### src/hw/rtl/assert_macros.svh
// assertion helpers used by the top-level rtl file
`ifndef ASSERT_MACROS_SVH
`define ASSERT_MACROS_SVH

// property that must hold on every clock edge out of reset
`define ASSERT_ALWAYS(lbl, clk, rst_n, prop, msg) \
	lbl: assert property (@(posedge clk) disable iff (!rst_n) (prop)) else $error(msg);

// consequent must hold on the edge after the antecedent
`define ASSERT_NEXT(lbl, clk, rst_n, ante, cons, msg) \
	lbl: assert property (@(posedge clk) disable iff (!rst_n) (ante) |=> (cons)) else $error(msg);

`endif

### src/hw/rtl/mpg_pkg.sv
// ----------------------------------------------------------------------------
// mpg_pkg
// Types, codes and division helpers of the multiset permutation generator.
// ----------------------------------------------------------------------------
package mpg_pkg;

	localparam int LETTER_W = 5;
	localparam int COUNT_W  = 4;
	localparam int TOTAL_W  = 16;
	localparam int ARR_W    = 40;

	typedef struct packed {
		logic                action;
		logic [LETTER_W-1:0] letter;
		logic                first;
	} item_t;

	typedef struct packed {
		logic [1:0]         status;
		logic [ARR_W-1:0]   arrangement;
		logic [COUNT_W-1:0] length;
		logic [TOTAL_W-1:0] total;
	} result_t;

	typedef enum logic [1:0] {
		RES_LOADED   = 2'd0,
		RES_GIVEN    = 2'd1,
		RES_FINISHED = 2'd2,
		RES_OVERFLOW = 2'd3
	} res_status_t;

	typedef enum logic [0:0] {
		ACT_LOAD = 1'b0,
		ACT_NEXT = 1'b1
	} action_t;

	typedef enum logic [3:0] {
		S_IDLE,
		S_DECODE,
		S_INSERT,
		S_MUL,
		S_DIV,
		S_PIVOT,
		S_RDP,
		S_FINDQ,
		S_RDA,
		S_RDB,
		S_WRITE,
		S_CHECK,
		S_EMIT
	} state_t;

	typedef enum logic [3:0] {
		OP_NONE,
		OP_TAKE,
		OP_INSERT,
		OP_MUL,
		OP_DIV,
		OP_PIVOT,
		OP_READ_A,
		OP_READ_B,
		OP_FINDQ,
		OP_SWAP_PIV,
		OP_SWAP_REV,
		OP_EMIT
	} dp_op_t;

	typedef struct packed {
		dp_op_t      op;
		res_status_t status;
	} cmd_t;

	typedef struct packed {
		logic action;
		logic full;
		logic empty;
		logic has_pivot;
		logic a_lt_b;
	} stat_t;

	// exact division by a multiplicity of 1..8: shift out the power of two,
	// then multiply by the inverse of the odd part modulo 2^16
	function automatic logic [1:0] div_shift(input logic [COUNT_W-1:0] m);
		logic [1:0] s;
		case (m)
			4'd2, 4'd6: s = 2'd1;
			4'd4:       s = 2'd2;
			4'd8:       s = 2'd3;
			default:    s = 2'd0;
		endcase
		return s;
	endfunction

	function automatic logic [TOTAL_W-1:0] div_inv(input logic [COUNT_W-1:0] m);
		logic [TOTAL_W-1:0] v;
		case (m)
			4'd3, 4'd6: v = 16'd43691;
			4'd5:       v = 16'd52429;
			4'd7:       v = 16'd28087;
			default:    v = 16'd1;
		endcase
		return v;
	endfunction

endpackage

### src/hw/rtl/mpg_datapath.sv
// ----------------------------------------------------------------------------
// mpg_datapath
// Letter store, sorted insert, arrangement count and next-arrangement steps.
// ----------------------------------------------------------------------------
module mpg_datapath #(
	parameter int MAX_LETTERS = 8
) (
	input  logic             clk,
	input  logic             arst_n,
	input  mpg_pkg::item_t   item,
	input  mpg_pkg::cmd_t    cmd,
	output mpg_pkg::stat_t   stat,
	output mpg_pkg::result_t result
);

	localparam int IDX_W = (MAX_LETTERS > 1) ? $clog2(MAX_LETTERS) : 1;
	localparam int LW    = mpg_pkg::LETTER_W;
	localparam int CW    = mpg_pkg::COUNT_W;
	localparam int TW    = mpg_pkg::TOTAL_W;

	mpg_pkg::item_t   item_q;
	logic [LW-1:0]    letters_q [MAX_LETTERS];
	logic [CW-1:0]    count_q;
	logic [TW-1:0]    total_q;
	logic [CW-1:0]    mult_q;
	logic [TW-1:0]    prod_q;
	logic [IDX_W-1:0] a_q;
	logic [IDX_W-1:0] b_q;
	logic [LW-1:0]    rdat_q;
	logic [LW-1:0]    hold_q;
	mpg_pkg::result_t result_q;

	logic [CW-1:0]          count_eff;
	logic [MAX_LETTERS-1:0] le_vec;
	logic [MAX_LETTERS-1:0] eq_vec;
	logic [CW-1:0]          pos;
	logic [CW-1:0]          mult_new;
	logic [LW-1:0]          ins_val [MAX_LETTERS];
	logic [MAX_LETTERS-1:0] asc;
	logic [IDX_W-1:0]       piv_idx;
	logic [MAX_LETTERS-1:0] gt;
	logic [IDX_W-1:0]       q_idx;
	logic [IDX_W-1:0]       rd_addr;
	logic [mpg_pkg::ARR_W-1:0] packed_arr;
	logic [2*TW-1:0]        quot_full;

	assign count_eff = item_q.first ? '0 : count_q;

	// sorted insert: entries above the slot move up by one
	always_comb begin
		for (int i = 0; i < MAX_LETTERS; i++) begin
			le_vec[i] = (CW'(i) < count_eff) && (letters_q[i] <= item_q.letter);
			eq_vec[i] = (CW'(i) < count_eff) && (letters_q[i] == item_q.letter);
		end
		pos      = CW'($countones(le_vec));
		mult_new = CW'($countones(eq_vec)) + CW'(1);
		for (int i = 0; i < MAX_LETTERS; i++) begin
			if (CW'(i) < pos) begin
				ins_val[i] = letters_q[i];
			end else if (CW'(i) == pos) begin
				ins_val[i] = item_q.letter;
			end else begin
				ins_val[i] = letters_q[(i > 0) ? i - 1 : 0];
			end
		end
	end

	// pivot: highest position followed by a larger letter
	always_comb begin
		asc     = '0;
		piv_idx = '0;
		for (int i = 0; i < MAX_LETTERS - 1; i++) begin
			asc[i] = (CW'(i + 1) < count_q) && (letters_q[i] < letters_q[i + 1]);
			if (asc[i]) begin
				piv_idx = IDX_W'(i);
			end
		end
	end

	// swap partner: highest position past the pivot holding a larger letter
	always_comb begin
		q_idx = '0;
		for (int j = 0; j < MAX_LETTERS; j++) begin
			gt[j] = (CW'(j) < count_q) && (IDX_W'(j) > a_q) && (letters_q[j] > rdat_q);
			if (gt[j]) begin
				q_idx = IDX_W'(j);
			end
		end
	end

	always_comb begin
		packed_arr = '0;
		for (int i = 0; i < MAX_LETTERS; i++) begin
			if (CW'(i) < count_q) begin
				packed_arr[LW*i +: LW] = letters_q[i];
			end
		end
	end

	assign rd_addr   = (cmd.op == mpg_pkg::OP_READ_B) ? b_q : a_q;
	assign quot_full = (prod_q >> mpg_pkg::div_shift(mult_q)) * mpg_pkg::div_inv(mult_q);

	always_ff @(posedge clk) begin
		case (cmd.op)
			mpg_pkg::OP_INSERT: begin
				for (int i = 0; i < MAX_LETTERS; i++) begin
					letters_q[i] <= ins_val[i];
				end
			end
			mpg_pkg::OP_SWAP_PIV, mpg_pkg::OP_SWAP_REV: begin
				letters_q[a_q] <= rdat_q;
				letters_q[b_q] <= hold_q;
			end
			default: begin
			end
		endcase
	end

	always_ff @(posedge clk or negedge arst_n) begin
		if (!arst_n) begin
			count_q <= '0;
			total_q <= TW'(1);
		end else begin
			case (cmd.op)
				mpg_pkg::OP_INSERT: begin
					count_q <= count_eff + CW'(1);
					if (item_q.first) begin
						total_q <= TW'(1);
					end
				end
				mpg_pkg::OP_DIV: total_q <= quot_full[TW-1:0];
				default: begin
				end
			endcase
		end
	end

	always_ff @(posedge clk) begin
		case (cmd.op)
			mpg_pkg::OP_TAKE:   item_q <= item;
			mpg_pkg::OP_INSERT: mult_q <= mult_new;
			mpg_pkg::OP_MUL:    prod_q <= TW'(total_q * count_q);
			mpg_pkg::OP_PIVOT:  a_q    <= piv_idx;
			mpg_pkg::OP_FINDQ:  b_q    <= q_idx;
			mpg_pkg::OP_READ_A: rdat_q <= letters_q[rd_addr];
			mpg_pkg::OP_READ_B: begin
				rdat_q <= letters_q[rd_addr];
				hold_q <= rdat_q;
			end
			mpg_pkg::OP_SWAP_PIV: begin
				a_q <= a_q + IDX_W'(1);
				b_q <= IDX_W'(count_q - CW'(1));
			end
			mpg_pkg::OP_SWAP_REV: begin
				a_q <= a_q + IDX_W'(1);
				b_q <= b_q - IDX_W'(1);
			end
			mpg_pkg::OP_EMIT: begin
				result_q.status      <= cmd.status;
				result_q.arrangement <= (cmd.status == mpg_pkg::RES_GIVEN) ? packed_arr : '0;
				result_q.length      <= count_q;
				result_q.total       <= total_q;
			end
			default: begin
			end
		endcase
	end

	assign stat.action    = item_q.action;
	assign stat.full      = (count_eff >= CW'(MAX_LETTERS));
	assign stat.empty     = (count_q == '0);
	assign stat.has_pivot = |asc;
	assign stat.a_lt_b    = (a_q < b_q);
	assign result         = result_q;

endmodule

### src/hw/rtl/mpg_ctrl.sv
// ----------------------------------------------------------------------------
// mpg_ctrl
// Sequencer: decodes a transaction and steps the datapath through it.
// ----------------------------------------------------------------------------
module mpg_ctrl (
	input  logic           clk,
	input  logic           arst_n,
	input  logic           item_valid,
	output logic           item_stall,
	output logic           result_valid,
	input  logic           result_stall,
	input  mpg_pkg::stat_t stat,
	output mpg_pkg::cmd_t  cmd
);

	mpg_pkg::state_t      state_q;
	mpg_pkg::state_t      state_d;
	mpg_pkg::res_status_t res_q;
	logic                 started_q;
	logic                 finished_q;
	logic                 piv_q;
	logic                 result_valid_q;
	logic                 emit_ok;

	assign emit_ok = !result_valid_q || !result_stall;

	always_comb begin
		state_d = state_q;
		case (state_q)
			mpg_pkg::S_IDLE: begin
				if (item_valid) begin
					state_d = mpg_pkg::S_DECODE;
				end
			end
			mpg_pkg::S_DECODE: begin
				if (stat.action == mpg_pkg::ACT_LOAD) begin
					state_d = stat.full ? mpg_pkg::S_EMIT : mpg_pkg::S_INSERT;
				end else if (stat.empty || finished_q || !started_q) begin
					state_d = mpg_pkg::S_EMIT;
				end else begin
					state_d = mpg_pkg::S_PIVOT;
				end
			end
			mpg_pkg::S_INSERT: state_d = mpg_pkg::S_MUL;
			mpg_pkg::S_MUL:    state_d = mpg_pkg::S_DIV;
			mpg_pkg::S_DIV:    state_d = mpg_pkg::S_EMIT;
			mpg_pkg::S_PIVOT:  state_d = stat.has_pivot ? mpg_pkg::S_RDP : mpg_pkg::S_EMIT;
			mpg_pkg::S_RDP:    state_d = mpg_pkg::S_FINDQ;
			mpg_pkg::S_FINDQ:  state_d = mpg_pkg::S_RDA;
			mpg_pkg::S_RDA:    state_d = mpg_pkg::S_RDB;
			mpg_pkg::S_RDB:    state_d = mpg_pkg::S_WRITE;
			mpg_pkg::S_WRITE:  state_d = mpg_pkg::S_CHECK;
			mpg_pkg::S_CHECK:  state_d = stat.a_lt_b ? mpg_pkg::S_RDA : mpg_pkg::S_EMIT;
			mpg_pkg::S_EMIT: begin
				if (emit_ok) begin
					state_d = mpg_pkg::S_IDLE;
				end
			end
			default: state_d = mpg_pkg::S_IDLE;
		endcase
	end

	always_comb begin
		cmd.op     = mpg_pkg::OP_NONE;
		cmd.status = res_q;
		item_stall = (state_q != mpg_pkg::S_IDLE);
		case (state_q)
			mpg_pkg::S_IDLE: begin
				if (item_valid) begin
					cmd.op = mpg_pkg::OP_TAKE;
				end
			end
			mpg_pkg::S_INSERT: cmd.op = mpg_pkg::OP_INSERT;
			mpg_pkg::S_MUL:    cmd.op = mpg_pkg::OP_MUL;
			mpg_pkg::S_DIV:    cmd.op = mpg_pkg::OP_DIV;
			mpg_pkg::S_PIVOT:  cmd.op = mpg_pkg::OP_PIVOT;
			mpg_pkg::S_RDP:    cmd.op = mpg_pkg::OP_READ_A;
			mpg_pkg::S_FINDQ:  cmd.op = mpg_pkg::OP_FINDQ;
			mpg_pkg::S_RDA:    cmd.op = mpg_pkg::OP_READ_A;
			mpg_pkg::S_RDB:    cmd.op = mpg_pkg::OP_READ_B;
			mpg_pkg::S_WRITE:  cmd.op = piv_q ? mpg_pkg::OP_SWAP_PIV : mpg_pkg::OP_SWAP_REV;
			mpg_pkg::S_EMIT: begin
				if (emit_ok) begin
					cmd.op = mpg_pkg::OP_EMIT;
				end
			end
			default: begin
			end
		endcase
	end

	always_ff @(posedge clk or negedge arst_n) begin
		if (!arst_n) begin
			state_q        <= mpg_pkg::S_IDLE;
			res_q          <= mpg_pkg::RES_LOADED;
			started_q      <= 1'b0;
			finished_q     <= 1'b0;
			piv_q          <= 1'b0;
			result_valid_q <= 1'b0;
		end else begin
			state_q <= state_d;
			if (state_q == mpg_pkg::S_EMIT && emit_ok) begin
				result_valid_q <= 1'b1;
			end else if (!result_stall) begin
				result_valid_q <= 1'b0;
			end
			case (state_q)
				mpg_pkg::S_DECODE: begin
					if (stat.action == mpg_pkg::ACT_LOAD) begin
						res_q <= stat.full ? mpg_pkg::RES_OVERFLOW : mpg_pkg::RES_LOADED;
					end else if (stat.empty || finished_q) begin
						res_q <= mpg_pkg::RES_FINISHED;
					end else if (!started_q) begin
						res_q     <= mpg_pkg::RES_GIVEN;
						started_q <= 1'b1;
					end
				end
				mpg_pkg::S_INSERT: begin
					started_q  <= 1'b0;
					finished_q <= 1'b0;
				end
				mpg_pkg::S_PIVOT: begin
					piv_q <= 1'b1;
					if (!stat.has_pivot) begin
						finished_q <= 1'b1;
						res_q      <= mpg_pkg::RES_FINISHED;
					end
				end
				mpg_pkg::S_WRITE: piv_q <= 1'b0;
				mpg_pkg::S_CHECK: res_q <= mpg_pkg::RES_GIVEN;
				default: begin
				end
			endcase
		end
	end

	assign result_valid = result_valid_q;

endmodule

### src/hw/rtl/multiset_permutation_generator.sv
// ----------------------------------------------------------------------------
// multiset_permutation_generator
// Sorted letter store that steps through its distinct arrangements in order.
// ----------------------------------------------------------------------------
// item channel (item_valid / item_stall / item): a load puts one letter into
// the sorted store (first = 1 empties it beforehand) and updates the count of
// distinct arrangements; a next request gives the following arrangement in
// alphabetical order, starting from the sorted one, then reports finished.
// result channel (result_valid / result_stall / result): one transaction per
// item, carrying status, packed arrangement, length and arrangement count.
// one item is worked on at a time; item_stall is low only while idle.
// a load goes through insert, multiply and divide before its result; a
// refused load or a request answered from the store as it stands goes
// straight to the result, and a request that finds no pivot stops after the
// pivot search; a step makes one letter swap per pass of the sequencer (one
// pivot swap plus up to three for the suffix reversal with eight letters),
// reading through the single read port on the letter store.
// the block is idle again once the result is registered, so a new item
// waits until the previous one has reached the result register.
// a new item is taken while a finished result still waits; its result is
// held back until the previous one has been taken.
// reset empties the store, sets the count to one and drops result_valid.
// ----------------------------------------------------------------------------
`include "assert_macros.svh"

module multiset_permutation_generator #(
	parameter int MAX_LETTERS = 8
) (
	input  logic             clk,
	input  logic             arst_n,
	input  logic             item_valid,
	output logic             item_stall,
	input  mpg_pkg::item_t   item,
	output logic             result_valid,
	input  logic             result_stall,
	output mpg_pkg::result_t result
);

	mpg_pkg::cmd_t  cmd;
	mpg_pkg::stat_t stat;

	mpg_ctrl u_ctrl (
		.clk          (clk),
		.arst_n       (arst_n),
		.item_valid   (item_valid),
		.item_stall   (item_stall),
		.result_valid (result_valid),
		.result_stall (result_stall),
		.stat         (stat),
		.cmd          (cmd)
	);

	mpg_datapath #(
		.MAX_LETTERS (MAX_LETTERS)
	) u_datapath (
		.clk    (clk),
		.arst_n (arst_n),
		.item   (item),
		.cmd    (cmd),
		.stat   (stat),
		.result (result)
	);

	// an accepted transaction keeps the block busy on the next cycle
	`ASSERT_NEXT(a_busy_after_accept, clk, arst_n, item_valid && !item_stall, item_stall, "item accepted twice in a row")

	// length never passes the store depth
	`ASSERT_ALWAYS(a_length_bound, clk, arst_n, !result_valid || (result.length <= 4'(MAX_LETTERS)), "length above store depth")

	// only a given arrangement carries letters
	`ASSERT_ALWAYS(a_arr_zero, clk, arst_n, !result_valid || (result.status == mpg_pkg::RES_GIVEN) || (result.arrangement == '0), "arrangement set without one given")

endmodule

### config.mk
export PLATFORM = sky130hd
export DESIGN_NAME = multiset_permutation_generator
export DESIGN_NICKNAME = d
export VERILOG_FILES = /design/src/hw/rtl/mpg_pkg.sv /design/src/hw/rtl/mpg_datapath.sv /design/src/hw/rtl/mpg_ctrl.sv /design/src/hw/rtl/multiset_permutation_generator.sv
export VERILOG_INCLUDE_DIRS = /design/src /design/src/hw/rtl
export SDC_FILE = /design/constraint.sdc
export NUM_CORES = 1
export LEC_CHECK = 0
export ABC_AREA = 1
export BUFFER_PORTS_ARGS = -buffer_cell sky130_fd_sc_hd__buf_4
export CORE_MARGIN = 2
export CORE_UTILIZATION = 27
export DETAILED_ROUTE_END_ITERATION = 6
export GPL_ROUTABILITY_DRIVEN = 0
export PLACE_DENSITY = 0.38
export SYNTH_ARGS = -nofsm -noshare
export SYNTH_HDL_FRONTEND = slang
export SYNTH_SLANG_ARGS = --single-unit
export TNS_END_PERCENT = 5
### constraint.sdc
create_clock -name clk -period 19.87 [get_ports clk]
set_input_delay 3.974 -clock clk [delete_from_list [all_inputs] [get_ports clk]]
set_output_delay 3.974 -clock clk [all_outputs]
set_load 0.01 [all_outputs]
======== After elaboration in Yosys (flattened, before gate mapping) ========
Memory sizes are Yosys's and may differ from the RTL's. A register that Yosys moved wholly into a read port is not among the register bits.
Index checks and enable logic that the tools add are counted.
cells by class
  $add $sub $neg .......................... 19
  equality and inequality tests ........... 54
  reduce and logical (&&, ||, !) cells .... 76
  mux-type cells .......................... 73
  $lt $le $gt $ge ......................... 55
  $mul .................................... 2
  shift operators ......................... 1
operators by type and width
  cell                  number
  $mux W5               18
  $pmux W4 S13          1
  $eq A4 B3 Y1 const B  12
  $lt A3 B4 Y1 const A  12
  $pmux W16 S3          1
  $eq A4 B4 Y1 const B  10
  $eq A5 B5 Y1          8
  $le A5 B5 Y1          8
  $pmux W4 S10          1
  $logic_and A1 B1 Y1   38
  $gt A5 B5 Y1          7
  $lt A5 B5 Y1          7
  $mux W3               11
  $mul A32 B16 Y16      1
  $mux W4               8
  $pmux W16 S2          1
  $shr A16 B2 Y32       1
  $add A4 B4 Y4         6
  $eq A4 B2 Y1 const B  6
  $lt A1 B4 Y1 const A  6
  $lt A2 B4 Y1 const A  6
  $reduce_and A2 Y1     11
  $mux W2               10
  $add A1 B1 Y2         8
  other kinds (34)      82
word-level totals
  word-level logic and storage cells ...... 308
  bits in registers ....................... 130
  output and inout bits ................... 64
  input bits .............................. 11
  bits in writable memories ............... 40
  memories kept ........................... 1
memories
  name                  words  bits a word  rd ports  clocked after Yosys merged registers in  write ports  line                RTL
  u_datapath.letters_q  8      5            9         1                                        8            mpg_datapath.sv:22  logic [LW-1:0] letters_q [MAX_LETTERS];

======== Longest topological paths before layout ========
  depth after elaboration ................. 11
  mapped depth ............................ 35
  gate-level depth less buffers ........... 35

======== Modules after synthesis ========
A second synthesis with hierarchy kept.
unflattened totals
  cells, all modules ...................... 2082
  area, all modules ....................... 16903.7 um^2
by module, submodules not included
  module        area an instance (um^2)  instances  cells an instance  sequential area each (um^2)
  mpg_datapath  16224.3                  1          1971               4855.9
  mpg_ctrl      679.4                    1          111                250.2

======== Worst setup path before layout ========
Ideal clock, no wire load.
  path kind ............................... input port to flip-flop
  start point ............................. in result_stall
  end point ............................... reg u_datapath.result_q, in the netlist u_datapath.result[0], enable pin
  path buffers ............................ 0
  required time ........................... 19.387 ns
  arrival ................................. 6.683 ns
  setup time .............................. 0.483 ns
  stages .................................. 3
  slack ................................... 12.704 ns
  cell sequence ........................... nand2_1 -> inv_1 -> nor2_1
on the way
  cells in the longest elaborated chain, start to end .. 5
RTL lines
  item                line                                  RTL
  from (decl)         multiset_permutation_generator.sv:35  input logic result_stall,
  $logic_not A1 Y1    mpg_ctrl.sv:25                        assign emit_ok = !result_valid_q || !result_stall;
  $logic_or A1 B1 Y1  mpg_ctrl.sv:25
  $mux W4             mpg_ctrl.sv:83                        if (emit_ok) begin
  $pmux W4 S10        mpg_ctrl.sv:67                        case (state_q)
  $eq A4 B4 Y1        mpg_datapath.sv:139                   case (cmd.op)
  to (decl)           mpg_datapath.sv:31                    mpg_pkg::result_t result_q;
No other way between the ends.
A chain may end at the register's enable or synchronous reset.

======== Worst setup path in the final report ========
  start point ............................. reg u_datapath.mult_q[0]
  end point ............................... reg u_datapath.total_q[13]
on the way
  cells in the longest elaborated chain, start to end .. 6
  elaborated cells between the ends (all ways) .. 14
  classes of those cells .................. mul (1); eq/ne (7); shift (1); mux (3); reduce/logical (2)
RTL lines
  item                                          line                          RTL
  from (decl)                                   mpg_datapath.sv:25            logic [CW-1:0] mult_q;
  from (signal assigned)                        mpg_datapath.sv:141           mpg_pkg::OP_INSERT: mult_q <= mult_new;
  $eq A4 B2 Y1 or $eq A4 B3 Y1 (tied branches)  mpg_pkg.sv:85, mpg_pkg.sv:96
  $reduce_or A2 Y1                              mpg_pkg.sv:85                 case (m)
  $pmux W2 S3                                   mpg_pkg.sv:85
  $shr A16 B2 Y32                               mpg_datapath.sv:101           assign quot_full = (prod_q >> mpg_pkg::div_shift(mult_q)) * mpg_pkg::div_inv(mult_q);
  $mul A32 B16 Y16 (*)                          mpg_datapath.sv:101
  $pmux W16 S2 (*)                              mpg_datapath.sv:124           case (cmd.op)
  to (signal assigned)                          mpg_datapath.sv:131           mpg_pkg::OP_DIV: total_q <= quot_full[TW-1:0];
  to (decl)                                     mpg_datapath.sv:24            logic [TW-1:0] total_q;
Every way passes the cells marked *; elsewhere a longest branch is shown, timed or not.

==> flow_results.xml <==
<?xml version="1.0" encoding="UTF-8"?>
<metrics>
  <group name="clocking">
    <metric name="cts_setup_buffers" unit="">0</metric>
    <metric name="insertion_delay" unit="ns">0.50</metric>
    <metric name="cts_tree" unit="">done</metric>
    <metric name="cts-root-to-sink-buffers" unit="">2</metric>
    <metric name="cts.sinks" unit="">175</metric>
    <metric name="cts-htree-levels" unit="">4</metric>
    <metric name="cts-hold-fix-buffers" unit="">0</metric>
    <metric name="ctsResizeCount" unit="">0</metric>
    <metric name="numCtsBuffers" unit="">17</metric>
    <metric name="clock-root-buffer" unit="">clkbuf_16</metric>
    <metric name="clock_pin_slew_of_the_registers_on_the_worst_case_setup_and_hold_paths" unit="ns">0.07</metric>
  </group>
  <group name="power">
    <metric name="leakagePower" unit="nW">9.06</metric>
    <metric name="comb_power_share" unit="">0.590</metric>
    <metric name="sw_frac_of_total" unit="">0.509</metric>
    <metric name="power_switching" unit="mW">1.30</metric>
    <metric name="clockPowerShare" unit="">0.144</metric>
    <metric name="powerDensity" unit="mW/mm^2">135</metric>
    <metric name="internal_power" unit="mW">1.25</metric>
    <metric name="power.ir.vdd_worst" unit="mV">0.0728</metric>
    <metric name="power.share.sequential" unit="">0.266</metric>
  </group>
  <group name="global_route">
    <metric name="track_usage" unit="">0.190</metric>
    <metric name="grt_pass1_wl" unit="mm">89.2</metric>
    <metric name="overflow" unit="">0</metric>
    <metric name="maximum_number_of_pins_on_one_net_before_global_route_repair" unit="">41</metric>
    <metric name="antenna_found_initial" unit="">0</metric>
    <metric name="first_global_vias" unit="">14026</metric>
  </group>
  <group name="layout">
    <metric name="insertedDiodeCount" unit="">0</metric>
    <metric name="drive_above_1_share" unit="">0.0781</metric>
    <metric name="multi_input_comb_area" unit="sq mm">0.00992</metric>
    <metric name="areaGrowthSynthToFinish" unit="%">12.2</metric>
    <metric name="nets" unit="">2384</metric>
    <metric name="seqCellArea" unit="sq mm">0.00511</metric>
    <metric name="nFillCells" unit="">6549</metric>
  </group>
  <group name="synthesis">
    <metric name="cell_count_after_synthesis" unit="">2012</metric>
    <metric name="synth_top_flop_cell" unit="">edfxtp_1</metric>
    <metric name="synthTopCellsByArea" unit="">edfxtp_1, ha_1, fa_1</metric>
    <metric name="mappedNetlistNets" unit="">2323</metric>
    <metric name="synth_common_cells" unit="">inv_1, nand2_1, nor2_1</metric>
    <metric name="synth.yosys.seq_area_share" unit="">0.304</metric>
    <metric name="post-synth-top-count-cell" unit="">inv_1</metric>
    <metric name="synth_enable_flop_cells" unit="">145</metric>
    <metric name="yosysWarningCount" unit="">0</metric>
    <metric name="cell_type_contributing_the_most_total_cell_area_after_synthesis" unit="">edfxtp_1</metric>
    <metric name="ys_async_sr_fraction" unit="">0.171</metric>
    <metric name="ys_ff_latch" unit="">175</metric>
    <metric name="syn_area" unit="sq mm">0.0168</metric>
    <metric name="yosysTopAreaCellShare" unit="">0.260</metric>
    <metric name="post_synthesis_area_per_instance" unit="sq um">8.34</metric>
    <metric name="synth_cell_types" unit="">54</metric>
  </group>
  <group name="critical_path">
    <metric name="critPathLaunchType" unit="">flip-flop</metric>
    <metric name="critPathMaxFanout" unit="">20</metric>
    <metric name="reg2regPathDepth" unit="">25</metric>
    <metric name="cp.required" unit="ns">20.25</metric>
    <metric name="timing.setup.critical_path_class" unit="">reg -&gt; reg</metric>
    <metric name="rrSetupSlack" unit="ns">12.61</metric>
    <metric name="setup.worst_path.end_class" unit="">flip-flop</metric>
    <metric name="beginning_of_the_worst_register_to_register_path" unit="">u_datapath.mult_q[0]</metric>
    <metric name="r2r_end" unit="">u_datapath.total_q[13]</metric>
    <metric name="critical_path_arrival" unit="ns">7.64</metric>
  </group>
  <group name="sta">
    <metric name="finalWorstSetupSlack" unit="ns">12.61</metric>
    <metric name="max_freq" unit="GHz">0.138</metric>
    <metric name="fin_setup_tns" unit="ns">0</metric>
    <metric name="max_slew.worst_pin.slew" unit="ns">1.08</metric>
    <metric name="slew_headroom" unit="">0.282</metric>
    <metric name="setup_repair_after_global_routing_missed_its_margin" unit="">no</metric>
    <metric name="final_hold_viol_count" unit="">0</metric>
    <metric name="report.final.setup_viol" unit="">0</metric>
    <metric name="fin_crit_sh" unit="">0.366</metric>
    <metric name="timing_max_transition_violations_final" unit="">0</metric>
    <metric name="post-route-min-period" unit="ns">7.26</metric>
    <metric name="fin_worst_skew" unit="ns">0.0186</metric>
  </group>
  <group name="floorplan">
    <metric name="pin_count" unit="">75</metric>
    <metric name="die-height" unit="um">253</metric>
    <metric name="floorplan.rows" unit="">91</metric>
    <metric name="chipWidth" unit="um">253</metric>
    <metric name="core_region_area" unit="sq mm">0.0616</metric>
    <metric name="die_area" unit="sq mm">0.0641</metric>
    <metric name="floorplan.initialDensity" unit="">0.272</metric>
  </group>
  <group name="hold_path">
    <metric name="hold-path-endpoint" unit="">u_datapath.result[60]</metric>
    <metric name="hold_path.class" unit="">reg -&gt; reg</metric>
    <metric name="hold_path_depth" unit="">0</metric>
    <metric name="worst_hold_startpoint" unit="">u_ctrl.res_q[0]</metric>
  </group>
  <group name="detailed_routing">
    <metric name="route.antenna.remaining_nets" unit="">0</metric>
    <metric name="post_drt_wl_per_cell" unit="um">20.2</metric>
    <metric name="detail_routed_via_count_per_cell" unit="">4.74</metric>
    <metric name="drc" unit="">0</metric>
    <metric name="drt_pre_antenna_iters" unit="">5</metric>
    <metric name="routed_wl" unit="mm">59.2</metric>
    <metric name="drt_iter0_drc" unit="">848</metric>
    <metric name="num_vias" unit="">13847</metric>
  </group>
  <group name="run_status">
    <metric name="status" unit="">complete, no violations</metric>
  </group>
  <group name="run">
    <metric name="maxCapViolations" unit="">0</metric>
  </group>
  <group name="placement">
    <metric name="pre_cts_slack" unit="ns">12.64</metric>
    <metric name="port_buffers" unit="">74</metric>
    <metric name="dp.final_hpwl" unit="mm">47.2</metric>
  </group>
</metrics>
## logic make-up after synthesis
logic type / Yosys count / share of synthesized area
flip-flops: 175 / 0.304
XOR/XNOR: 30 / 0.0157
AND/OR/NAND/NOR: 711 / 0.178
buffers and inverters: 444 / 0.105
multiplexers: 2 / 0.00119
adder cells (fa/ha/maj): 300 / 0.271
AO/OA/AOI/OAI: 350 / 0.125
## cell usage in the layout (no fill, tap or decap), types with 29 or more instances in the layout
master,Yosys,routed
ha_1,194,194
o21ai_0,116,116
o22ai_1,39,39
nand2_1,348,348
nand3_1,73,73
buf_4,0,83
dfrtp_1,29,29
fa_1,106,106
edfxtp_1,145,145
nor2_1,226,225
inv_1,396,396
a21oi_1,102,102
## worst max path at each step
stage,startpoint,to,slack (ns),cells after the start
after global placement,u_datapath.mult_q[0],u_datapath.total_q[13],12.76,25
after CTS,u_datapath.mult_q[0],u_datapath.total_q[13],12.61,25
after detailed placement,u_datapath.mult_q[0],u_datapath.total_q[13],12.64,25
after floorplan,result_stall,u_datapath.result[0],12.70,3
after global routing,u_datapath.mult_q[0],u_datapath.total_q[14],12.07,31
final,u_datapath.mult_q[0],u_datapath.total_q[13],12.61,25
## worst max-delay path, stage by stage (launching register included)
cell	delay, ns
edfxtp_1	0.50
nor2_2	0.22
nand2_4	0.15
nand2_2	0.40
inv_2	0.28
o21ai_0	0.82
inv_1	0.23
nand2_1	0.15
fa_1	0.46
fa_1	0.54
inv_1	0.04
ha_1	0.19
fa_1	0.48
ha_1	0.29
inv_1	0.05
fa_1	0.53
inv_1	0.04
ha_1	0.33
inv_1	0.08
nor3_1	0.33
a21oi_1	0.13
or2_2	0.30
nand2_1	0.06
a21oi_1	0.06
or2_2	0.27
a32o_1	0.22
## per-stage QoR
step	hold WS, ns	util	cell area (sq um)	power (mW)	instances
final	0.494	0.306	18800	2.55	2923
after floorplan	0.423	-	16800	1.68	2012
after CTS	0.490	0.306	18800	2.59	2923
after global placement	0.468	0.296	18200	2.20	2891
after detailed placement	0.472	0.296	18200	2.20	2891
after global routing	0.502	0.306	18800	2.82	2923
## power by group through the flow
stage | clock network, mW | registers, mW | logic [mW]
finish | 0.366 | 0.678 | 1.51
global route | 0.391 | 0.689 | 1.74
CTS | 0.378 | 0.680 | 1.53
detailed placement | 0 | 0.687 | 1.52
global placement | 0 | 0.689 | 1.51
floorplan | 0 | 0.592 | 1.09
## routing by layer
layer / GRT usage / up-vias / wire, um
met5: 0 / - / 0
met4: 0.0539 / 0 / 1300
met3: 0.0263 / 65 / 1670
met2: 0.341 / 292 / 30100
met1: 0.235 / 6753 / 26100
li1: - / 6737 / -
## state kept, by name, indices dropped and copies added (netlist names)
register / count
u_ctrl.finished_q: 1
u_ctrl.piv_q: 1
u_ctrl.res_q: 2
u_ctrl.result_valid: 1
u_ctrl.started_q: 1
u_ctrl.state_q: 4
u_datapath.a_q: 3
u_datapath.b_q: 3
u_datapath.count_q: 4
u_datapath.hold_q: 5
u_datapath.item_q: 6
u_datapath.letters_q: 40
u_datapath.mult_q: 4
u_datapath.prod_q: 16
u_datapath.rdat_q: 5
u_datapath.result: 62
u_datapath.stat: 1
u_datapath.total_q: 16
## layout make-up
type | instances | area share
multi-input cells | 1393 | 0.527
flip-flops and latches | 175 | 0.271
inverters | 403 | 0.0804
well taps | 837 | 0.0556
repair buffers | 83 | 0.0331
clock buffers | 18 | 0.0228
clock inverters | 14 | 0.00971
(Power assumes the default switching activity.)
